## config.mk

```make
export PLATFORM = sky130hd
export DESIGN_NAME = cursor_to_eight_way_direction
export DESIGN_NICKNAME = d
export VERILOG_FILES = /design/src/hw/rtl/c8w_pkg.sv /design/src/hw/rtl/c8w_front.sv /design/src/hw/rtl/c8w_fifo.sv /design/src/hw/rtl/c8w_div.sv /design/src/hw/rtl/c8w_back.sv /design/src/hw/rtl/cursor_to_eight_way_direction.sv
export SDC_FILE = /design/constraint.sdc
export NUM_CORES = 2
export LEC_CHECK = 0
export ABC_AREA = 1
export BUFFER_PORTS_ARGS = -buffer_cell sky130_fd_sc_hd__buf_2
export CORE_ASPECT_RATIO = 1.4
export CORE_MARGIN = 2
export CORE_UTILIZATION = 50
export CTS_CLUSTER_SIZE = 40
export DETAILED_ROUTE_END_ITERATION = 7
export PLACE_DENSITY_LB_ADDON = 0.12
export SYNTH_ARGS = -nofsm -noshare
export SYNTH_HDL_FRONTEND = slang
export SYNTH_SLANG_ARGS = --single-unit
```

## constraint.sdc

```tcl
create_clock -name clk_i -period 9.1 [get_ports clk_i]
set_input_delay 0.455 -clock clk_i [delete_from_list [all_inputs] [get_ports clk_i]]
set_output_delay 0.455 -clock clk_i [all_outputs]
set_load 0.01 [all_outputs]
```

## src/hw/rtl/c8w_pkg.sv

```systemverilog
`default_nettype none

package c8w_pkg;

  // stream widths
  localparam int IN_W  = 136;
  localparam int OUT_W = 8;

  // result bit positions in m_axis_tdata
  localparam int OB_OVERRIDE = 0;
  localparam int OB_UP       = 1;
  localparam int OB_DOWN     = 2;
  localparam int OB_LEFT     = 3;
  localparam int OB_RIGHT    = 4;
  localparam int OB_HIDDEN   = 5;
  localparam int OB_ENABLED  = 6;
  localparam int OB_DISABLED = 7;

  // configuration port
  localparam int CFG_IDX_W  = 3;
  localparam int CFG_DATA_W = 17;

  localparam logic [CFG_IDX_W-1:0] REG_ORIGIN_X   = 3'd0;
  localparam logic [CFG_IDX_W-1:0] REG_ORIGIN_TOP = 3'd1;
  localparam logic [CFG_IDX_W-1:0] REG_CLAMP_X    = 3'd2;
  localparam logic [CFG_IDX_W-1:0] REG_CLAMP_YMIN = 3'd3;
  localparam logic [CFG_IDX_W-1:0] REG_CLAMP_YMAX = 3'd4;

  // tan(22.5 deg) as a ratio
  localparam logic [19:0] TAN_NUM = 20'd414214;
  localparam logic [19:0] TAN_DEN = 20'd1000000;

  typedef struct packed {
    logic [9:0]         origin_x;
    logic [9:0]         origin_top;
    logic [15:0]        clamp_x;
    logic signed [16:0] y_floor;
    logic signed [16:0] y_ceil;
  } cfg_t;

  // one classified frame, front to back
  typedef struct packed {
    logic               compute;   // override case, direction still to be worked out
    logic               hidden;
    logic               enabled;
    logic               disabled;
    logic signed [13:0] cursor_x;
    logic signed [13:0] cursor_y;
    logic [12:0]        client_w;
    logic [12:0]        client_h;
    logic signed [16:0] player_x;
    logic signed [16:0] player_y;
    logic [15:0]        step;
  } job_t;

endpackage

`default_nettype wire

```

## src/hw/rtl/c8w_front.sv

```systemverilog
`default_nettype none

module c8w_front (
  input  wire logic                       clk_i,
  input  wire logic                       rst_ni,
  input  wire logic                       s_axis_tvalid_i,
  output logic                            s_axis_tready_o,
  input  wire logic [c8w_pkg::IN_W-1:0]   s_axis_tdata_i,
  input  wire logic                       q_ready_i,
  output logic                            q_push_o,
  output c8w_pkg::job_t                   q_job_o
);

  logic        dead_q, dead_d, en_q, en_d, hid_q, hid_d;
  logic        player_ready, toggle, focus;
  logic [12:0] cw, ch;
  logic [11:0] spd;
  logic [15:0] mult;
  logic [27:0] prod;
  logic [15:0] step;
  logic        not43, en_tog, hid_tog, compute;

  assign player_ready = s_axis_tdata_i[0];
  assign toggle       = s_axis_tdata_i[1];
  assign cw           = s_axis_tdata_i[42:30];
  assign ch           = s_axis_tdata_i[55:43];
  assign focus        = s_axis_tdata_i[90];
  assign spd          = focus ? s_axis_tdata_i[114:103] : s_axis_tdata_i[102:91];
  assign mult         = s_axis_tdata_i[130:115];

  // step length, Q4.12 product truncated
  assign prod  = 28'(spd) * 28'(mult);
  assign step  = prod[27:12];
  assign not43 = (15'(cw) * 15'd3) != (15'(ch) * 15'd4);

  assign en_tog  = en_q ^ toggle;
  assign hid_tog = (toggle && !en_tog) ? 1'b0 : hid_q;

  always_comb begin
    dead_d  = dead_q;
    en_d    = en_q;
    hid_d   = hid_q;
    compute = 1'b0;
    if (!dead_q) begin
      en_d  = en_tog;
      hid_d = hid_tog;
      if (en_tog && player_ready && (cw != '0) && (ch != '0)) begin
        if (not43) begin
          dead_d = 1'b1;
          en_d   = 1'b0;
          hid_d  = 1'b0;
        end else if (step != '0) begin
          hid_d   = 1'b1;
          compute = 1'b1;
        end
      end
    end
  end

  assign s_axis_tready_o = q_ready_i;
  assign q_push_o        = s_axis_tvalid_i && q_ready_i;

  always_comb begin
    q_job_o          = '0;
    q_job_o.compute  = compute;
    q_job_o.hidden   = hid_d;
    q_job_o.enabled  = en_d;
    q_job_o.disabled = dead_d;
    q_job_o.cursor_x = s_axis_tdata_i[15:2];
    q_job_o.cursor_y = s_axis_tdata_i[29:16];
    q_job_o.client_w = cw;
    q_job_o.client_h = ch;
    q_job_o.player_x = s_axis_tdata_i[72:56];
    q_job_o.player_y = s_axis_tdata_i[89:73];
    q_job_o.step     = step;
  end

  always_ff @(posedge clk_i or negedge rst_ni) begin
    if (!rst_ni) begin
      dead_q <= 1'b0;
      en_q   <= 1'b0;
      hid_q  <= 1'b0;
    end else if (q_push_o) begin
      dead_q <= dead_d;
      en_q   <= en_d;
      hid_q  <= hid_d;
    end
  end

endmodule

`default_nettype wire

```

## src/hw/rtl/c8w_fifo.sv

```systemverilog
`default_nettype none

module c8w_fifo (
  input  wire logic          clk_i,
  input  wire logic          rst_ni,
  input  wire logic          push_i,
  input  wire c8w_pkg::job_t job_i,
  output logic               ready_o,
  output logic               valid_o,
  output c8w_pkg::job_t      job_o,
  input  wire logic          pop_i
);

  c8w_pkg::job_t mem_q [2];
  logic          wr_ptr_q, rd_ptr_q;
  logic [1:0]    cnt_q;

  assign ready_o = cnt_q != 2'd2;
  assign valid_o = cnt_q != 2'd0;
  assign job_o   = mem_q[rd_ptr_q];

  always_ff @(posedge clk_i) begin
    if (push_i) begin
      mem_q[wr_ptr_q] <= job_i;
    end
  end

  always_ff @(posedge clk_i or negedge rst_ni) begin
    if (!rst_ni) begin
      wr_ptr_q <= 1'b0;
      rd_ptr_q <= 1'b0;
      cnt_q    <= 2'd0;
    end else begin
      if (push_i) wr_ptr_q <= ~wr_ptr_q;
      if (pop_i)  rd_ptr_q <= ~rd_ptr_q;
      cnt_q <= cnt_q + 2'(push_i) - 2'(pop_i);
    end
  end

endmodule

`default_nettype wire

```

## src/hw/rtl/c8w_div.sv

```systemverilog
`default_nettype none

// restoring divider, one quotient bit a cycle, truncates toward zero
module c8w_div #(
  parameter int MW = 30
) (
  input  wire logic               clk_i,
  input  wire logic               rst_ni,
  input  wire logic               start_i,
  input  wire logic signed [MW:0] num_i,
  input  wire logic [12:0]        den_i,
  output logic                    done_o,
  output logic signed [MW:0]      quo_o
);

  localparam int CW = $clog2(MW);

  logic [MW-1:0] acc_q;
  logic [12:0]   rem_q, den_q;
  logic          neg_q, busy_q, done_q;
  logic [CW-1:0] cnt_q;
  logic [MW:0]   mag;
  logic [13:0]   trial, diff;
  logic          ge;

  assign mag   = num_i[MW] ? unsigned'(-num_i) : unsigned'(num_i);
  assign trial = {rem_q, acc_q[MW-1]};
  assign diff  = trial - {1'b0, den_q};
  assign ge    = trial >= {1'b0, den_q};

  always_ff @(posedge clk_i) begin
    if (start_i) begin
      acc_q <= mag[MW-1:0];
      rem_q <= '0;
      den_q <= den_i;
      neg_q <= num_i[MW];
    end else if (busy_q) begin
      acc_q <= {acc_q[MW-2:0], ge};
      rem_q <= ge ? diff[12:0] : trial[12:0];
    end
  end

  always_ff @(posedge clk_i or negedge rst_ni) begin
    if (!rst_ni) begin
      busy_q <= 1'b0;
      done_q <= 1'b0;
      cnt_q  <= '0;
    end else begin
      done_q <= 1'b0;
      if (start_i) begin
        busy_q <= 1'b1;
        cnt_q  <= '0;
      end else if (busy_q) begin
        cnt_q <= cnt_q + 1'b1;
        if (cnt_q == CW'(MW - 1)) begin
          busy_q <= 1'b0;
          done_q <= 1'b1;
        end
      end
    end
  end

  assign done_o = done_q;
  assign quo_o  = neg_q ? -$signed({1'b0, acc_q}) : $signed({1'b0, acc_q});

endmodule

`default_nettype wire

```

## src/hw/rtl/c8w_back.sv

```systemverilog
`default_nettype none

module c8w_back #(
  parameter int VIRTUAL_WIDTH  = 640,
  parameter int VIRTUAL_HEIGHT = 480,
  parameter int SUBPIXEL_SCALE = 128
) (
  input  wire logic                       clk_i,
  input  wire logic                       rst_ni,
  input  wire logic                       job_valid_i,
  input  wire c8w_pkg::job_t              job_i,
  output logic                            job_pop_o,
  input  wire c8w_pkg::cfg_t              cfg_i,
  output logic                            m_axis_tvalid_o,
  input  wire logic                       m_axis_tready_i,
  output logic [c8w_pkg::OUT_W-1:0]       m_axis_tdata_o
);

  localparam int KX   = VIRTUAL_WIDTH * SUBPIXEL_SCALE;
  localparam int KY   = VIRTUAL_HEIGHT * SUBPIXEL_SCALE;
  localparam int KMAX = (KX > KY) ? KX : KY;
  localparam int MW   = 13 + $clog2(KMAX + 1);
  localparam int QW   = MW + 1;
  localparam int OW   = 10 + $clog2(SUBPIXEL_SCALE + 1);
  localparam int TW0  = (QW > OW) ? QW : OW;
  localparam int TW   = ((TW0 > 18) ? TW0 : 18) + 1;

  localparam logic [2:0] ST_IDLE   = 3'd0;
  localparam logic [2:0] ST_DIVX   = 3'd1;
  localparam logic [2:0] ST_DIVY   = 3'd2;
  localparam logic [2:0] ST_CLAMP  = 3'd3;
  localparam logic [2:0] ST_MUL    = 3'd4;
  localparam logic [2:0] ST_DECIDE = 3'd5;
  localparam logic [2:0] ST_OUT    = 3'd6;

  // multiplier schedule
  localparam logic [2:0] MS_AXX  = 3'd0;
  localparam logic [2:0] MS_AYY  = 3'd1;
  localparam logic [2:0] MS_SS   = 3'd2;
  localparam logic [2:0] MS_AYD  = 3'd3;
  localparam logic [2:0] MS_AXN  = 3'd4;
  localparam logic [2:0] MS_AXD  = 3'd5;
  localparam logic [2:0] MS_AYN  = 3'd6;

  logic [2:0]          state_q, state_d;
  c8w_pkg::job_t       rec_q;
  logic signed [QW-1:0] qx_q, qy_q;
  logic [16:0]         ax_q, ay_q;
  logic                dxpos_q, dypos_q;
  logic [2:0]          step_q;
  logic [36:0]         prod_q [7];
  logic [4:0]          res_q, res_d;
  logic                out_valid_q, out_valid_d;
  logic [7:0]          out_q;

  // divider hookup
  logic                 div_start, div_done;
  logic signed [QW-1:0] cur_ext, kfac, div_num, div_quo;
  logic [12:0]          div_den;

  always_comb begin
    if (state_q == ST_IDLE) begin
      cur_ext = QW'(job_i.cursor_x);
      kfac    = QW'(KX);
      div_den = job_i.client_w;
    end else begin
      cur_ext = QW'(rec_q.cursor_y);
      kfac    = QW'(KY);
      div_den = rec_q.client_h;
    end
    div_num = cur_ext * kfac;
  end

  c8w_div #(.MW(MW)) u_div (
    .clk_i  (clk_i),
    .rst_ni (rst_ni),
    .start_i(div_start),
    .num_i  (div_num),
    .den_i  (div_den),
    .done_o (div_done),
    .quo_o  (div_quo)
  );

  // offset from origin, then wall clamp
  logic [TW-1:0]        ox_term, oy_term;
  logic signed [TW-1:0] tx, ty, x_lo, x_hi, y_lo, y_hi, txc, tyc;
  logic signed [17:0]   dx, dy;

  assign ox_term = TW'(cfg_i.origin_x) * TW'(SUBPIXEL_SCALE);
  assign oy_term = TW'(cfg_i.origin_top) * TW'(SUBPIXEL_SCALE);
  assign tx      = TW'(qx_q) - $signed(ox_term);
  assign ty      = TW'(qy_q) - $signed(oy_term);
  assign x_hi    = $signed(TW'(cfg_i.clamp_x));
  assign x_lo    = -x_hi;
  assign y_lo    = TW'(cfg_i.y_floor);
  assign y_hi    = TW'(cfg_i.y_ceil);
  assign txc     = (tx < x_lo) ? x_lo : ((tx > x_hi) ? x_hi : tx);
  assign tyc     = (ty < y_lo) ? y_lo : ((ty > y_hi) ? y_hi : ty);
  // clamped targets fit 17 signed bits, so the low 18 bits keep the sign
  assign dx      = txc[17:0] - 18'(rec_q.player_x);
  assign dy      = tyc[17:0] - 18'(rec_q.player_y);

  // shared multiplier
  logic [16:0] mul_a;
  logic [19:0] mul_b;
  logic [36:0] mul_p;

  always_comb begin
    unique case (step_q)
      MS_AXX:  begin mul_a = ax_q;             mul_b = 20'(ax_q);             end
      MS_AYY:  begin mul_a = ay_q;             mul_b = 20'(ay_q);             end
      MS_SS:   begin mul_a = 17'(rec_q.step);  mul_b = 20'(rec_q.step);       end
      MS_AYD:  begin mul_a = ay_q;             mul_b = c8w_pkg::TAN_DEN;      end
      MS_AXN:  begin mul_a = ax_q;             mul_b = c8w_pkg::TAN_NUM;      end
      MS_AXD:  begin mul_a = ax_q;             mul_b = c8w_pkg::TAN_DEN;      end
      MS_AYN:  begin mul_a = ay_q;             mul_b = c8w_pkg::TAN_NUM;      end
      default: begin mul_a = '0;               mul_b = '0;                    end
    endcase
  end

  assign mul_p = 37'(mul_a) * 37'(mul_b);

  // final decision
  logic [37:0] mag2;
  logic        outside, horiz, vert;

  assign mag2    = 38'(prod_q[0]) + 38'(prod_q[1]);
  assign outside = mag2 >= 38'(prod_q[2]);
  assign horiz   = prod_q[3] < prod_q[4];
  assign vert    = prod_q[5] < prod_q[6];

  always_comb begin
    res_d = 5'b00001;
    if (outside) begin
      if (horiz) begin
        res_d[4] = dxpos_q;
        res_d[3] = !dxpos_q;
      end else if (vert) begin
        res_d[2] = dypos_q;
        res_d[1] = !dypos_q;
      end else begin
        res_d[4] = dxpos_q;
        res_d[3] = !dxpos_q;
        res_d[2] = dypos_q;
        res_d[1] = !dypos_q;
      end
    end
  end

  logic out_free;
  assign out_free = !out_valid_q || m_axis_tready_i;

  always_comb begin
    state_d     = state_q;
    job_pop_o   = 1'b0;
    div_start   = 1'b0;
    out_valid_d = out_valid_q && !m_axis_tready_i;
    unique case (state_q)
      ST_IDLE: begin
        if (job_valid_i) begin
          job_pop_o = 1'b1;
          div_start = job_i.compute;
          state_d   = job_i.compute ? ST_DIVX : ST_OUT;
        end
      end
      ST_DIVX: begin
        if (div_done) begin
          div_start = 1'b1;
          state_d   = ST_DIVY;
        end
      end
      ST_DIVY: begin
        if (div_done) state_d = ST_CLAMP;
      end
      ST_CLAMP: state_d = ST_MUL;
      ST_MUL: begin
        if (step_q == MS_AYN) state_d = ST_DECIDE;
      end
      ST_DECIDE: state_d = ST_OUT;
      ST_OUT: begin
        if (out_free) begin
          out_valid_d = 1'b1;
          state_d     = ST_IDLE;
        end
      end
      default: state_d = ST_IDLE;
    endcase
  end

  always_ff @(posedge clk_i) begin
    if (state_q == ST_IDLE && job_valid_i) begin
      rec_q <= job_i;
      res_q <= '0;
    end
    if (state_q == ST_DIVX && div_done) qx_q <= div_quo;
    if (state_q == ST_DIVY && div_done) qy_q <= div_quo;
    if (state_q == ST_CLAMP) begin
      ax_q    <= dx[17] ? 17'(-dx) : dx[16:0];
      ay_q    <= dy[17] ? 17'(-dy) : dy[16:0];
      dxpos_q <= !dx[17] && (dx != '0);
      dypos_q <= !dy[17] && (dy != '0);
    end
    if (state_q == ST_MUL) prod_q[step_q] <= mul_p;
    if (state_q == ST_DECIDE) res_q <= res_d;
    if (state_q == ST_OUT && out_free) begin
      out_q <= {rec_q.disabled, rec_q.enabled, rec_q.hidden, res_q};
    end
  end

  always_ff @(posedge clk_i or negedge rst_ni) begin
    if (!rst_ni) begin
      state_q     <= ST_IDLE;
      step_q      <= MS_AXX;
      out_valid_q <= 1'b0;
    end else begin
      state_q     <= state_d;
      out_valid_q <= out_valid_d;
      if (state_q == ST_MUL) step_q <= step_q + 3'd1;
      else                   step_q <= MS_AXX;
    end
  end

  assign m_axis_tvalid_o = out_valid_q;
  assign m_axis_tdata_o  = out_q;

endmodule

`default_nettype wire

```

## src/hw/rtl/cursor_to_eight_way_direction.sv

```systemverilog
// cursor_to_eight_way_direction
// Turns one frame of pointer/player data into eight-way direction presses.
// Input stream (s_axis): one transaction per frame, fields packed in tdata.
// Output stream (m_axis): exactly one result transaction per input frame,
// in order: override, four direction bits and the hidden/enabled/disabled
// flags as they stand after the frame.
// Config channel (cfg_*): register index + data, always ready; write only
// while no frame is in flight.
// A frame that needs no direction (block off, player not ready, odd client,
// zero step) goes from accept through the queue, the back end's idle and
// output states and the output register to m_axis_tvalid. A frame that is
// steered runs two bit-serial divides in one shared divider (MW quotient bits
// each, MW = 13 + clog2(max(W,H)*scale+1), 30 by default), then clamp, seven
// passes through one shared multiplier and a decision. The back end works one
// frame at a time and takes no new frame until the last has left its output
// state; the front takes new frames into a two-deep queue meanwhile.
// Reset clears the enable, disable and hidden flags and loads the default
// config. A stalled m_axis holds its result; the back end stops at its
// output register and the queue fills, then s_axis_tready drops.
`default_nettype none

module cursor_to_eight_way_direction #(
  parameter int VIRTUAL_WIDTH  = 640,
  parameter int VIRTUAL_HEIGHT = 480,
  parameter int SUBPIXEL_SCALE = 128
) (
  input  wire logic                              clk_i,
  input  wire logic                              rst_ni,
  // s_axis tdata, low bit up: player_ready, toggle_request, cursor_x[14],
  // cursor_y[14], client_w[13], client_h[13], player_x[17], player_y[17],
  // focus, speed_normal[12], speed_focused[12], speed_mult[16], zero pad[5]
  input  wire logic                              s_axis_tvalid_i,
  output logic                                   s_axis_tready_o,
  input  wire logic [c8w_pkg::IN_W-1:0]          s_axis_tdata_i,
  // m_axis tdata, low bit up: override, dir_up, dir_down, dir_left,
  // dir_right, cursor_hidden, enabled, disabled
  output logic                                   m_axis_tvalid_o,
  input  wire logic                              m_axis_tready_i,
  output logic [c8w_pkg::OUT_W-1:0]              m_axis_tdata_o,
  // config write channel
  input  wire logic                              cfg_valid_i,
  output logic                                   cfg_ready_o,
  input  wire logic [c8w_pkg::CFG_IDX_W-1:0]     cfg_index_i,
  input  wire logic [c8w_pkg::CFG_DATA_W-1:0]    cfg_data_i
);

  // ---------------------------------------------------------------------
  // Config registers
  // ---------------------------------------------------------------------
  c8w_pkg::cfg_t cfg_q;

  assign cfg_ready_o = 1'b1;

  always_ff @(posedge clk_i or negedge rst_ni) begin
    if (!rst_ni) begin
      cfg_q.origin_x   <= 10'd224;
      cfg_q.origin_top <= 10'd16;
      cfg_q.clamp_x    <= 16'd23552;
      cfg_q.y_floor    <= 17'sd4096;
      cfg_q.y_ceil     <= 17'sd55296;
    end else if (cfg_valid_i) begin
      unique case (cfg_index_i)
        c8w_pkg::REG_ORIGIN_X:   cfg_q.origin_x   <= cfg_data_i[9:0];
        c8w_pkg::REG_ORIGIN_TOP: cfg_q.origin_top <= cfg_data_i[9:0];
        c8w_pkg::REG_CLAMP_X:    cfg_q.clamp_x    <= cfg_data_i[15:0];
        c8w_pkg::REG_CLAMP_YMIN: cfg_q.y_floor    <= cfg_data_i;
        c8w_pkg::REG_CLAMP_YMAX: cfg_q.y_ceil     <= cfg_data_i;
        default: ;  // unmapped index, write dropped
      endcase
    end
  end

  // ---------------------------------------------------------------------
  // Front: accept, flag update, classification
  // ---------------------------------------------------------------------
  logic          q_ready, q_push, q_valid, q_pop;
  c8w_pkg::job_t q_job_in, q_job_out;

  c8w_front u_front (
    .clk_i          (clk_i),
    .rst_ni         (rst_ni),
    .s_axis_tvalid_i(s_axis_tvalid_i),
    .s_axis_tready_o(s_axis_tready_o),
    .s_axis_tdata_i (s_axis_tdata_i),
    .q_ready_i      (q_ready),
    .q_push_o       (q_push),
    .q_job_o        (q_job_in)
  );

  // two-entry queue between front and back
  c8w_fifo u_fifo (
    .clk_i  (clk_i),
    .rst_ni (rst_ni),
    .push_i (q_push),
    .job_i  (q_job_in),
    .ready_o(q_ready),
    .valid_o(q_valid),
    .job_o  (q_job_out),
    .pop_i  (q_pop)
  );

  // ---------------------------------------------------------------------
  // Back: divide, clamp, distance and eight-way quantize
  // ---------------------------------------------------------------------
  c8w_back #(
    .VIRTUAL_WIDTH (VIRTUAL_WIDTH),
    .VIRTUAL_HEIGHT(VIRTUAL_HEIGHT),
    .SUBPIXEL_SCALE(SUBPIXEL_SCALE)
  ) u_back (
    .clk_i          (clk_i),
    .rst_ni         (rst_ni),
    .job_valid_i    (q_valid),
    .job_i          (q_job_out),
    .job_pop_o      (q_pop),
    .cfg_i          (cfg_q),
    .m_axis_tvalid_o(m_axis_tvalid_o),
    .m_axis_tready_i(m_axis_tready_i),
    .m_axis_tdata_o (m_axis_tdata_o)
  );

  // ---------------------------------------------------------------------
  // Assertions
  // ---------------------------------------------------------------------
  // no direction without override
  a_dirs_need_override: assert property (@(posedge clk_i) disable iff (!rst_ni)
    m_axis_tvalid_o && !m_axis_tdata_o[c8w_pkg::OB_OVERRIDE]
      |-> m_axis_tdata_o[c8w_pkg::OB_RIGHT:c8w_pkg::OB_UP] == 4'b0000)
    else $error("direction bits set without override");

  // opposite directions never together
  a_no_opposites: assert property (@(posedge clk_i) disable iff (!rst_ni)
    m_axis_tvalid_o |-> !(m_axis_tdata_o[c8w_pkg::OB_UP] && m_axis_tdata_o[c8w_pkg::OB_DOWN])
      && !(m_axis_tdata_o[c8w_pkg::OB_LEFT] && m_axis_tdata_o[c8w_pkg::OB_RIGHT]))
    else $error("opposite directions pressed");

  // override only while enabled with pointer hidden
  a_override_state: assert property (@(posedge clk_i) disable iff (!rst_ni)
    m_axis_tvalid_o && m_axis_tdata_o[c8w_pkg::OB_OVERRIDE]
      |-> m_axis_tdata_o[c8w_pkg::OB_HIDDEN] && m_axis_tdata_o[c8w_pkg::OB_ENABLED]
        && !m_axis_tdata_o[c8w_pkg::OB_DISABLED])
    else $error("override outside enabled state");

  // disabled block reports off and pointer shown
  a_disabled_off: assert property (@(posedge clk_i) disable iff (!rst_ni)
    m_axis_tvalid_o && m_axis_tdata_o[c8w_pkg::OB_DISABLED]
      |-> !m_axis_tdata_o[c8w_pkg::OB_ENABLED] && !m_axis_tdata_o[c8w_pkg::OB_HIDDEN])
    else $error("disabled block still enabled or hiding pointer");

endmodule

`default_nettype wire
```

After elaboration in Yosys (flattened, before gate mapping). Memories as Yosys holds them, arrays and structs flattened. Index checks and enable logic that the tools add are counted.

$add $sub $neg: 15. Multipliers: 4. $lt $le $gt $ge: 8. Equality and inequality tests: 24. Muxes and demuxes: 65. Bitwise operators: 3. Reductions and logical operators: 41.

Operator list (count): 20-bit case mux with 5 select lines (1); 30-bit two-way mux (3); 37-bit < comparator (2); 18-bit two-way mux (4); 32-bit by 17-bit greater-than comparator with 1-bit output (2); 31-bit by 18-bit subtractor with 32-bit output (2); 31-bit two-way mux (2); 17-bit two-way mux (3); 17-bit case mux with 3 select lines (1); 37-bit by 37-bit adder with 38-bit output (1); 38-bit by 37-bit greater-or-equal comparator with 1-bit output (1); 17-bit by 20-bit multiplier with 37-bit output (1); 18-bit nonzero test (2); 18-bit subtractor (2); 17-bit negation (2); 32-bit by 17-bit < comparator with 1-bit output (1); 32-bit < comparator (1); 16-bit negation with 32-bit output (1); 31-bit by 18-bit multiplier with 31-bit output (1); 1-bit two-way mux (31); 30-bit negation with 31-bit output (1); 30-bit negation (1); 12-bit by 16-bit multiplier with 28-bit output (1); 13-bit two-way mux (2); 34 further kinds (91).

Bits in registers: 339. Bits in writable memories: 475. Output and inout bits: 11. Memories: 2.

Memory list: u_back.prod_q (depth 7, bits a word 37, read ports 7, clocked after memory_dff 0, wr ports 1, line c8w_back.sv:51) `logic [36:0] prod_q [7];`; u_fifo.mem_q (depth 2, bits a word 108, read ports 1, clocked after memory_dff 0, wr ports 1, line c8w_fifo.sv:14) `c8w_pkg::job_t mem_q [2];`.

Logic depth before layout (Yosys ltp).
Depth in word-level cells: 8. Depth in mapped cells: 48.

By module. A second synthesis with hierarchy kept.

Cells, all modules: 7442. Area, all modules: 66184.7 um2.

Modules (own cells, without submodules): c8w_back (times used 1, cells an instance 4563, area an instance 41424.7 um2, seq. area each 13678.1 um2); c8w_front (times used 1, cells an instance 1213, area an instance 8403.1 um2, seq. area each 75.1 um2); c8w_fifo (times used 1, cells an instance 589, area an instance 8339.2 um2, seq. area each 6586.3 um2); c8w_div (times used 1, cells an instance 762, area an instance 5165.0 um2, seq. area each 1756.7 um2); cursor_to_eight_way_direction (times used 1, cells an instance 315, area an instance 2852.7 um2, seq. area each 1767.9 um2).

Least setup slack after synthesis. Ideal clock, no wire load.

Kind: flip-flop to flip-flop. From: reg u_back.step_q[0]. To: mem u_back.prod_q[0][31] (data pin). Data arrival time: 7195 ps. Path slack: 1685 ps. Stages on the path, launching flop included: 33. Path buffers: 2. Period minus slack after synthesis: 7415 ps. Path through: dfrtp_1 inv_1 ha_1 inv_1 nor2_1 inv_1 nand2_1 buf_2 a21oi_1 o21a_1 inv_1 buf_1 nand2_1 fa_1 inv_1 fa_1 fa_1 inv_1 fa_1 fa_1 inv_1 fa_1 ha_1 nand2_1 nor2_1 inv_1 o21bai_1 a21boi_1 o21ai_0 a31oi_1 o21ai_1 a21oi_1 xnor2_1.

Longest elaborated chain between the ends: 4.

Ends and longest elaborated chain: start, declared (line c8w_back.sv:50) `logic [2:0] step_q;`; start signal, assigned (line c8w_back.sv:218) `if (state_q == ST_MUL) step_q <= step_q + 3'd1;`; 3-bit by 1-bit == test with 1-bit output (tied with other cells) (line c8w_back.sv:109) `unique case (step_q)`; 3-bit OR reduction (no source line) or 2-bit OR reduction (tied branches); 17-bit case mux with 3 select lines or 20-bit case mux with 5 select lines (tied branches) (line c8w_back.sv:109); 17-bit by 20-bit multiplier with 37-bit output (*) (line c8w_back.sv:121) `assign mul_p = 37'(mul_a) * 37'(mul_b);`; net u_back.mul_p[31] (line c8w_back.sv:106) `logic [36:0] mul_p;`; end, declared (line c8w_back.sv:51).

Mark *: on every way through the listed nets, which the timed path passes. The rest lies on a longest branch.

Worst setup path in the final report.
From: reg u_back.step_q[0]. To: mem u_back.prod_q[2][34] (data pin).

Same word-level chain as after synthesis.

==> flow_summary.yaml <==
setup_path:
  crit_top_cell: "inv_1"
  endpoint_kind: "register"
  critPathArrivalTime_ns: 8.98
  cp_slowest_cell: "fa_1"
  cp.required_ns: 9.49
  critPathLaunchType: "register"
  slowest_delay_ns: 0.69
  critPathKind: "reg2reg"
  crit_fanout: 9
cts:
  clk_latency_ns: 0.71
  cts_root_buffer: "clkbuf_16"
  cts_tree: "done"
  cts.sinks: 814
  cts_max_level: 3
  cts_buffers: 83
  clkSlewWorstSetupHoldPaths_ns: 0.06
  cts.path.max_buffers: 3
grt:
  grt_pass1_vias: 47400
  grt_antenna_before_repair: 1
  grt_first_pass_wirelength_microns: 253000
  grt_max_degree: 61
  overflow: 0
  track_usage_pct: 25.3
job:
  drv_cap: 0
synth:
  synth-seq-cells: 814
  seq_area_frac_synth_pct: 38.0
  ys_types: 64
  synthCells: 6823
  synth.avg_cell_area_sq_um: 9.20
  synth_nets: 8025
  synth_edf_count: 709
  async_reset_ff_share_pct: 11.2
  synth_area_sq_um: 62800
  yosysWarningCount: 0
  synth_top_flop_cell: "edfxtp_1"
drt:
  wl_per_cell_microns: 18.0
  totalWireLength_microns: 160000
  route.detailed.drc: 0
  ant_nets: 0
  drt_first_iter_violations: 2625
  via_per_inst: 5.23
  first_pass_iters: 5
  vias: 46300
sta:
  period_share_pct: 94.5
  fin_skew_ns: 0.0677
  drv_slew: 0
  rsz0062_at_grt: "no"
  final.setup.tns_ns: 0
  max_freq_mhz: 116
  setup_viol: 0
  period_needed_ns: 8.60
  whs_ns: 0.0587
  worst_pin_slew_ns: 1.21
  hold_viol: 0
  relSlewSlack_pct: 19.4
placed_design:
  dp_hpwl_microns: 127000
  gp_congestion: 0.946
  io_buffers: 165
floorplanning:
  core_sq_um: 124000
  die_h_microns: 423
  ios: 172
  fp.dieW_microns: 304
  start_util_pct: 50.5
  die_area_sq_um: 128000
  rows: 153
cells_and_area:
  nNetsFinal: 8364
  area_growth_pct: 11.4
  drive_above_1_share_pct: 7.93
  final_common_cell: "nand2_1"
  final_cell_mix: "1,493 x nand2_1, 1,226 x inv_1, 709 x edfxtp_1"
  antenna_cells: 0
run_status:
  outcome: "finished, final reports clean"
hold_path:
  min_path_type: "in2reg"
-- critical path, delay by kind of cell (launching register included) --
family          cells  cell delay, ns
compound gates      6            1.07
xor+xnor            1            0.69
fa+ha+maj           8            3.70
buf+inv             9            1.29
flops               1            0.40
simple gates        5            1.13
-- cells in the mapped netlist, types with 21 or more instances --
library cell / n / area share (%)
dfrtp_1: 78 / 3.1
fa_1: 441 / 14
o21bai_1: 28 / 0.33
clkbuf_1: 126 / 0.75
nor3_1: 80 / 0.64
a31oi_1: 34 / 0.34
xor2_1: 182 / 2.5
a21oi_1: 321 / 2.6
nor4_1: 26 / 0.26
o211ai_1: 30 / 0.36
inv_1: 1227 / 7.3
o21a_1: 21 / 0.25
a211oi_1: 21 / 0.25
nand4_1: 54 / 0.54
edfxtp_1: 709 / 34
xnor2_1: 74 / 1.0
nor2_1: 506 / 3.0
a21o_1: 25 / 0.30
or2_2: 31 / 0.31
ha_1: 600 / 12
nand2_1: 1494 / 8.9
nand3_1: 205 / 1.6
o21ai_0: 276 / 2.2
-- per-layer routing --
layer | track usage [%] | share of wire [%] | routed length [microns] | vias up
li1 | - | - | - | 22700
met1 | 29.9 | 40 | 63100 | 22400
met2 | 46.8 | 53 | 84300 | 958
met3 | 2.57 | 3.6 | 5720 | 261
met4 | 9.67 | 4.0 | 6450 | 0
met5 | 0 | 0 | 0 | -
-- per-stage QoR --
stage / setup slack (ns) / instance area, sq um / std cells / utilization, %
floorplan: 1.69 / 62800 / 6823 / -
global placement: 0.408 / 66300 / 8619 / 53.3
detailed placement: 0.260 / 66300 / 8619 / 53.3
finish: 0.504 / 69900 / 8857 / 56.2
global route: 0.0395 / 69900 / 8857 / 56.2
CTS: 0.232 / 69900 / 8857 / 56.2
-- what timing repair did --
item	CTS	global route
endpoints found under the setup margin	0	49
setup buffers	0	0
endpoints found under the hold margin	202	0
hold buffers	85	0
resized for setup	0	2
-- cells by family after synthesis --
kind of cell | synth area share (%)
simple gates | 16.3
buf+inv | 8.46
fa+ha+maj | 26.0
compound gates | 7.62
flops | 38.0
xor+xnor | 3.61
mux | 0.0319
other cells | 0.00597
-- state kept, by name (all words and copies together) (netlist names), 2 cells and up --
signal and cells:
u_fifo.cnt_q 2, u_back.ax_q 17, u_back.ay_q 17, u_back.m_axis_tdata_o 8, u_back.u_div.cnt_q 5, u_back.u_div.rem_q 13
u_back.state_q 3, u_fifo.mem_q 216, u_back.u_div.den_q 13, u_back.prod_q 259, u_back.qy_q 31, u_back.res_q 5
u_back.rec_q 80, cfg_q 70, u_back.step_q 3, u_back.qx_q 31, u_back.u_div.acc_q 30
-- cell type report --
cell class	count	area (sq um)
tap	1627	2040
fill	11300	54500
sequential	814	23900
timing repair buffer	411	2900
multi-input combinational	4607	33700
inverter	1245	4680
clock buffer	114	2290
clock inverter	39	445
-- path summary, 6_finish.rpt --
kind	start	cells past startpoint	slack, ns	endpoint
max	u_back.step_q[0]	29	0.50	u_back.prod_q[2][34]
min	s_axis_tdata_i[42]	1	0.06	u_fifo.mem_q[0][75]
max reg2reg	u_back.step_q[0]	29	0.50	u_back.prod_q[2][34]
min reg2reg	u_back.rec_q[104]	0	0.41	u_back.m_axis_tdata_o[7]
max in group asynchronous	rst_ni	3	7.51	cfg_q[26]
min in group asynchronous	rst_ni	2	0.31	u_front.dead_q
Power is not shown: default switching activity piles up to over one toggle a cycle in this logic, so the estimate is an artifact.
